<file path="config.mk">
export PLATFORM = sky130hd
export DESIGN_NAME = erm_cordic_cell
export DESIGN_NICKNAME = d
export VERILOG_FILES = /design/src/design/erm_pkg.sv /design/src/design/erm_cordic_cell.sv
export SDC_FILE = /design/constraint.sdc
export NUM_CORES = 1
export LEC_CHECK = 0
export BUFFER_PORTS_ARGS = -buffer_cell sky130_fd_sc_hd__buf_2
export CORE_ASPECT_RATIO = 0.5
export CORE_MARGIN = 3
export CORE_UTILIZATION = 30
export DETAILED_ROUTE_END_ITERATION = 8
export GPL_TIMING_DRIVEN = 0
export HOLD_SLACK_MARGIN = 0.03
export MAX_ROUTING_LAYER = met4
export SKIP_LAST_GASP = 1
export SLEW_MARGIN = 5
export SYNTH_ARGS = -nofsm -noshare
export SYNTH_HDL_FRONTEND = slang
export SYNTH_SLANG_ARGS = --single-unit
</file>
<file path="constraint.sdc">
create_clock -name clk_i -period 0.9 [get_ports clk_i]
set_input_delay 0.135 -clock clk_i [delete_from_list [all_inputs] [get_ports clk_i]]
set_output_delay 0.135 -clock clk_i [all_outputs]
set_load 0.03 [all_outputs]
</file>
<file path="src/design/erm_pkg.sv">
// types and constants for the rotation matrix block
`timescale 1ns / 1ps
`default_nettype none
package erm_pkg;
  localparam int unsigned TableLen = 24;
  localparam int unsigned Q30W = 34;
  localparam int unsigned MulW = 36;

  typedef struct packed {
    logic signed [15:0] angle_x;
    logic signed [15:0] angle_y;
    logic signed [15:0] angle_z;
  } erm_in_t;

  typedef struct packed {
    logic signed [15:0] m11;
    logic signed [15:0] m12;
    logic signed [15:0] m13;
    logic signed [15:0] m21;
    logic signed [15:0] m22;
    logic signed [15:0] m23;
    logic signed [15:0] m31;
    logic signed [15:0] m32;
    logic signed [15:0] m33;
  } erm_out_t;

  // per-angle working vector carried down the cordic row
  typedef struct packed {
    logic signed [Q30W-1:0] x;
    logic signed [Q30W-1:0] y;
    logic signed [Q30W-1:0] z;
    logic flip;
  } erm_vec_t;

  localparam logic signed [Q30W-1:0] PiQ30 = 34'sd3373259426;
  localparam logic signed [Q30W-1:0] TwoPiQ30 = 34'sd6746518852;
  localparam logic signed [Q30W-1:0] HalfPiQ30 = 34'sd1686629713;
  localparam logic signed [Q30W-1:0] GainInfQ30 = 34'sd652032874;
  localparam logic [Q30W-1:0] GainCorrQ30 = 34'd434688582;

  function automatic logic signed [Q30W-1:0] atan_q30(input int unsigned i);
    logic signed [Q30W-1:0] r;
    case (i)
      0: r = 34'sd843314856;  1: r = 34'sd497837829;
      2: r = 34'sd263043836;  3: r = 34'sd133525158;
      4: r = 34'sd67021686;   5: r = 34'sd33543515;
      6: r = 34'sd16775850;   7: r = 34'sd8388437;
      8: r = 34'sd4194282;    9: r = 34'sd2097149;
      10: r = 34'sd1048575;   11: r = 34'sd524287;
      12: r = 34'sd262143;    13: r = 34'sd131071;
      14: r = 34'sd65535;     15: r = 34'sd32767;
      16: r = 34'sd16383;     17: r = 34'sd8191;
      18: r = 34'sd4095;      19: r = 34'sd2047;
      20: r = 34'sd1023;      21: r = 34'sd511;
      22: r = 34'sd255;       23: r = 34'sd127;
      default: r = '0;
    endcase
    return r;
  endfunction

  // q30 product with round half up
  function automatic logic signed [Q30W-1:0] mul30(input logic signed [Q30W-1:0] a,
                                                   input logic signed [Q30W-1:0] b);
    logic signed [2*Q30W-1:0] p;
    p = a * b + (68'sd1 <<< 29);
    return p[Q30W+29:30];
  endfunction

  // q30 to q2.14 with rounding and saturation
  function automatic logic signed [15:0] to_q14(input logic signed [MulW-1:0] v);
    logic signed [MulW-1:0] r;
    r = (v + 36'sd32768) >>> 16;
    if (r > 36'sd16384) r = 36'sd16384;
    if (r < -36'sd16384) r = -36'sd16384;
    return r[15:0];
  endfunction
endpackage
`default_nettype wire

</file>
<file path="src/design/erm_cordic_cell.sv">
// one cordic micro-rotation cell for the three angles
`timescale 1ns / 1ps
`default_nettype none
module erm_cordic_cell #(
  parameter int unsigned Idx = 0
) (
  input  wire logic clk_i,
  input  wire logic rst_ni,
  input  wire logic en_i,
  input  wire logic valid_i,
  input  erm_pkg::erm_vec_t [2:0] vec_i,
  output logic valid_o,
  output erm_pkg::erm_vec_t [2:0] vec_o
);
  import erm_pkg::*;
  erm_vec_t [2:0] vec_d, vec_q;
  logic valid_q;

  always_comb begin
    for (int k = 0; k < 3; k++) begin
      vec_d[k] = vec_i[k];
      if (!vec_i[k].z[Q30W-1]) begin
        vec_d[k].x = vec_i[k].x - (vec_i[k].y >>> Idx);
        vec_d[k].y = vec_i[k].y + (vec_i[k].x >>> Idx);
        vec_d[k].z = vec_i[k].z - atan_q30(Idx);
      end else begin
        vec_d[k].x = vec_i[k].x + (vec_i[k].y >>> Idx);
        vec_d[k].y = vec_i[k].y - (vec_i[k].x >>> Idx);
        vec_d[k].z = vec_i[k].z + atan_q30(Idx);
      end
    end
  end

  always_ff @(posedge clk_i or negedge rst_ni) begin
    if (!rst_ni) begin
      valid_q <= 1'b0;
    end else if (en_i) begin
      valid_q <= valid_i;
    end
  end

  always_ff @(posedge clk_i) begin
    if (en_i) begin
      vec_q <= vec_d;
    end
  end

  assign valid_o = valid_q;
  assign vec_o = vec_q;
endmodule
`default_nettype wire

</file>
# Word level (Yosys, flattened, before mapping)
# Cells that the tools add are included.
word_totals:
  regBits: 310
  inputBits: 313
  output_inout_bits: 310
  word_cells: 31
classes:
  addsub: 15
  muxes: 3
ops:
  columns: ["operator", "n"]
  rows:
  - ["102-bit two-way mux", 3]
  - ["34-bit subtractor", 6]
  - ["34-bit by 31-bit adder with 34-bit output, second input constant", 3]
  - ["34-bit adder", 3]
  - ["34-bit by 31-bit subtractor with 34-bit output, second input constant", 3]

# Longest topological paths before layout
logic_depth:
  depth_word: 2
  mapped_depth: 15
  depth_no_buf: 13

# Worst setup path after synthesis
# OpenSTA, ideal clock, no wires.
synth_timing:
  path_kind: "input port to flip-flop"
  startpoint: "input port vec_i[34] (netlist bit)"
  endpoint: "register vec_q, in the netlist vec_o[33], data pin"
  setup_time_ns: 0.264
  t_arrival_ns: 3.389
  slack_ns: -2.753
  path_stages: 14
  n_path_buf: 2
  cell_sequence: "clkbuf_1 > clkinv_1 > clkbuf_1 > ha_1 > a21o_1 > a21oi_1 > or4_1 > a41oi_1 > o21ai_0 > a21oi_1 > o41ai_1 > o21a_1 > a31oi_1 > xor2_1"
synth_lines:
  columns: ["item", "line_no", "text"]
  rows:
  - ["start, declared", "erm_cordic_cell.sv:11", "input erm_pkg::erm_vec_t [2:0] vec_i,"]
  - ["end signal, assigned", "erm_cordic_cell.sv:44", "vec_q <= vec_d;"]
  - ["end, declared", "erm_cordic_cell.sv:16", "erm_vec_t [2:0] vec_d, vec_q;"]

==> impl_metrics.csv <==
group,metric,value,unit
clocking,cts_buffers,35,
synth,synth-compound-area-share,24.6,%
floorplan,fp.coreArea,99000,µm²
setup_path,crit_slowest_cell,"a2111oi_4",
setup_path,end_kind,"flop",
timing,setup_slack,-1.86,ns
synth,synthCells,3516,
global_route,grt_pass1_vias,30500,
drt,via_per_inst,5.42,
worst_hold_path,hold_depth,1,
global_route,grt_max_degree,112,
drt,drtIter0Drc,2384,
global_route,antenna_found_initial,27,
worst_hold_path,min_path_type,"in -> reg",
clocking,clkLatencyLatePin,0.56,ns
clocking,cts-root-buf,"clkbuf_16",
synth,synthesis.nets,4225,
outcome,outcome,"finished, violations left",
finish,fin_nets,5182,
place,dp_slack,-2.85,ns
synth,syn-cell-area,30300,µm²
synth,syn_area_per_cell,8.63,µm²
drt,wire_per_inst,22.7,µm
synth,yosys_most_used_dff,"edfxtp_1",
finish,fin_area,45000,µm²
global_route,grt_usage,24.0,%
timing,grt_setup_unrepaired,"true",
synth,synth_adder_area_share,16.6,%
setup_path,crit_buf_inv,3,
finish,layout_commonest_cell,"buf_2",
floorplan,die_h,231,µm
clocking,path_clk_slew,0.06,ns
setup_path,startpoint_type,"input port",
clocking,clk_path_buf_depth,3,
synth,synth-simple-area-share,13.1,%
synth,synth-xor-area-share,7.85,%
place,dpl-instance-area,37600,µm²
global_route,grt.overflow.total,0,
drt,wl,133000,µm
synth,synth_warnings,0,
floorplan,ios,623,
clocking,cts_tree,"built",
timing,setup_viol,665,
finish,final_cell_mix,"buf_2, edfxtp_1, a21oi_1, ha_1, inv_1",
drt,drcViolationCount,0,
timing,fin_crit,2.76,ns
setup_path,path_cells,"buf_8 -> inv_4 -> ha_4 -> or3b_4 -> nand4_1 -> a21o_1 -> a31oi_4 -> a311o_1 -> a2111oi_4 -> buf_6 -> o31ai_4 -> and3_4 -> a221oi_2 -> xor2_1",
place,io_buffers,622,
place,gp_congestion,0.979,
place,dp_cells,5469,
power_and_ir_drop,p_leak,0.0191,µW
finish,syn_to_final_growth,48.2,%
floorplan,die_x,456,µm
timing,hold_viol_final,32,
job,maxCapViolCount,0,
drt,vias,31700,
worst_hold_path,hold_start,"en_i",
synth,synth_enable_flop_cells,306,
setup_path,r2r_setup_slack,0.15,ns
setup_path,r2r_end,"valid_o$_DFFE_PN0P_",
floorplan,std_cell_rows,81,
power_and_ir_drop,power_density,1520,nW/µm²
outcome,violations,"hold timing, setup timing",
drt,firstDrtPassIters,5,
timing,fin_crit_sh,307,%
clocking,htreeDepth,2,
timing,whs,-0.0306,ns
floorplan,initial_core_util,30.7,%
setup_path,critical_path.top_delay_family,"compound AO/OA/AOI/OAI gates",
setup_path,reg2regPathDepth,1,
synth,synth_mux_area_share,1.29,%
setup_path,worstPathMaxFanout,3,
setup_path,crit_required,1.21,ns
clocking,clock_sinks,307,
drt,ant_nets,0,
synth,synth_cell_types,84,
timing,fin_skew,0,ns
setup_path,critPathKind,"in -> reg",
synth,synth-async-reset-ratio,0.326,%
timing,maxSlewViolCount,0,
synth,synth_top_family_by_area,"compound AO/OA/AOI/OAI gates",
timing,relSlewSlack,24.6,%
worst_hold_path,holdPathEnd,"vec_o[148]$_DFFE_PP_",
timing,tightestPinTransition,1.13,ns
global_route,grt_pass1_wl,190000,µm
timing,fmax,0.362,GHz
floorplan,die_area,105000,µm²
finish,drive_above_1_share,38.9,%
setup_path,critPathArrivalTime,3.07,ns
finish,final_util,45.4,%
synth,synth.yosys.seq_area_share,30.4,%
finish,stdcell_count,5848,
setup_path,reg2reg_from,"valid_o$_DFFE_PN0P_",
place,place_hpwl,101000,µm
setup_path,slowest_delay,0.47,ns
synth,yosys_register_bits,307,
finish,fill_cells,9499,
power_and_ir_drop,ir_drop,1310,µV
==> cells by family (layout without fill, tap and decap cells) <==
family | after synthesis | in the layout
flops | 307 | 307
fa+ha+maj | 396 | 396
simple gates | 834 | 834
compound gates | 1181 | 1181
mux | 39 | 39
xor+xnor | 272 | 272
other cells | 0 | 21
buf+inv | 487 | 1470
==> registers in the layout (all words and copies together), names as in the netlist <==
name and count:
vec_o 306, valid_o 1
==> synthesized netlist by cell type, types with 9 or more instances <==
master,instances,area share (%)
nand3_1,50,0.82
a21oi_1,414,6.8
inv_1,331,4.1
or3_1,28,0.58
clkinv_1,13,0.16
o21a_1,37,0.92
mux2i_1,38,1.3
o2111ai_1,12,0.35
or4_1,10,0.25
xor2_1,44,1.3
nand2b_1,44,0.91
a31oi_1,37,0.76
o211ai_1,32,0.79
o31ai_1,38,0.94
clkbuf_1,94,1.2
a221oi_1,9,0.26
nor3_1,72,1.2
nor2b_1,42,0.87
o41ai_1,10,0.29
a21o_1,116,2.9
ha_1,384,16
o21ai_0,226,3.7
fa_1,12,0.79
and3_1,16,0.33
o22ai_1,10,0.21
o21ai_1,9,0.15
xnor2_1,228,6.6
or2_2,11,0.23
nand2_1,175,2.2
nand4_1,36,0.74
and2_1,10,0.21
nor2_1,287,3.5
buf_1,32,0.40
a211oi_1,27,0.67
edfxtp_1,306,30
o21bai_1,91,2.3
nor4_1,22,0.45
==> stage by stage <==
stage / total power [µW] / TNS, ns / hold slack (ns)
after floorplan: 38400 / -329.28 / -0.161
after global placement: 47500 / -2089.23 / -0.0860
after detailed placement: 47600 / -698.99 / -0.0796
after CTS: 65400 / -452.29 / -0.0639
after global routing: 71200 / -471.80 / -0.0430
final: 68100 / -440.31 / -0.0306
==> layout make-up <==
class	instances	area, µm²	share of cell area [%]
multi-input combinational	2722	24100	53.5
sequential	307	9210	20.5
timing repair buffer	937	6400	14.2
tap	1328	1660	3.70
inverter	347	1540	3.43
clock buffer	43	927	2.06
buffer	123	896	1.99
clock inverter	20	201	0.448
antenna	21	52.6	0.117
==> report_power, final <==
part / switching, µW / internal [µW] / leakage (µW) / total (µW)
sequential: 832 / 18900 / 0.00301 / 19800
combinational: 20700 / 12700 / 0.0156 / 33400
clock: 6690 / 8270 / 0.000551 / 15000
total: 28200 / 39900 / 0.0191 / 68100
==> worst max-delay path by stage <==
stage                     cells after the start        from  slack, ns                    to
after floorplan                              14  vec_i[240]      -1.87  vec_o[238]$_DFFE_PP_
after global placement                        2        en_i      -5.36   valid_o$_DFFE_PN0P_
after detailed placement                     14   vec_i[69]      -2.85  vec_o[101]$_DFFE_PP_
after CTS                                    15  vec_i[252]      -1.88  vec_o[308]$_DFFE_PP_
after global routing                         13  vec_i[172]      -1.89  vec_o[164]$_DFFE_PP_
final                                        14  vec_i[245]      -1.86  vec_o[306]$_DFFE_PP_
==> routing by layer <==
layer / global-route usage, % / wire, µm / vias to the layer above
met3: 2.64 / 6580 / 367
met1: 27.5 / 51300 / 15500
met4: 10.6 / 7480 / 0
li1: - / - / 14600
met2: 42.6 / 67300 / 1270
met5: - / 0 / -
==> what timing repair did <==
action | 4_1_cts | 5_1_grt
hold endpoints to repair | 78 | 41
cloned | 4 | 1
hold buffers | 21 | 1
gates resized for setup | 317 | 496
endpoints found under the setup margin | 669 | 666
pin swaps | 203 | 338
setup buffers | 171 | 145
(Power assumes the default switching activity.)
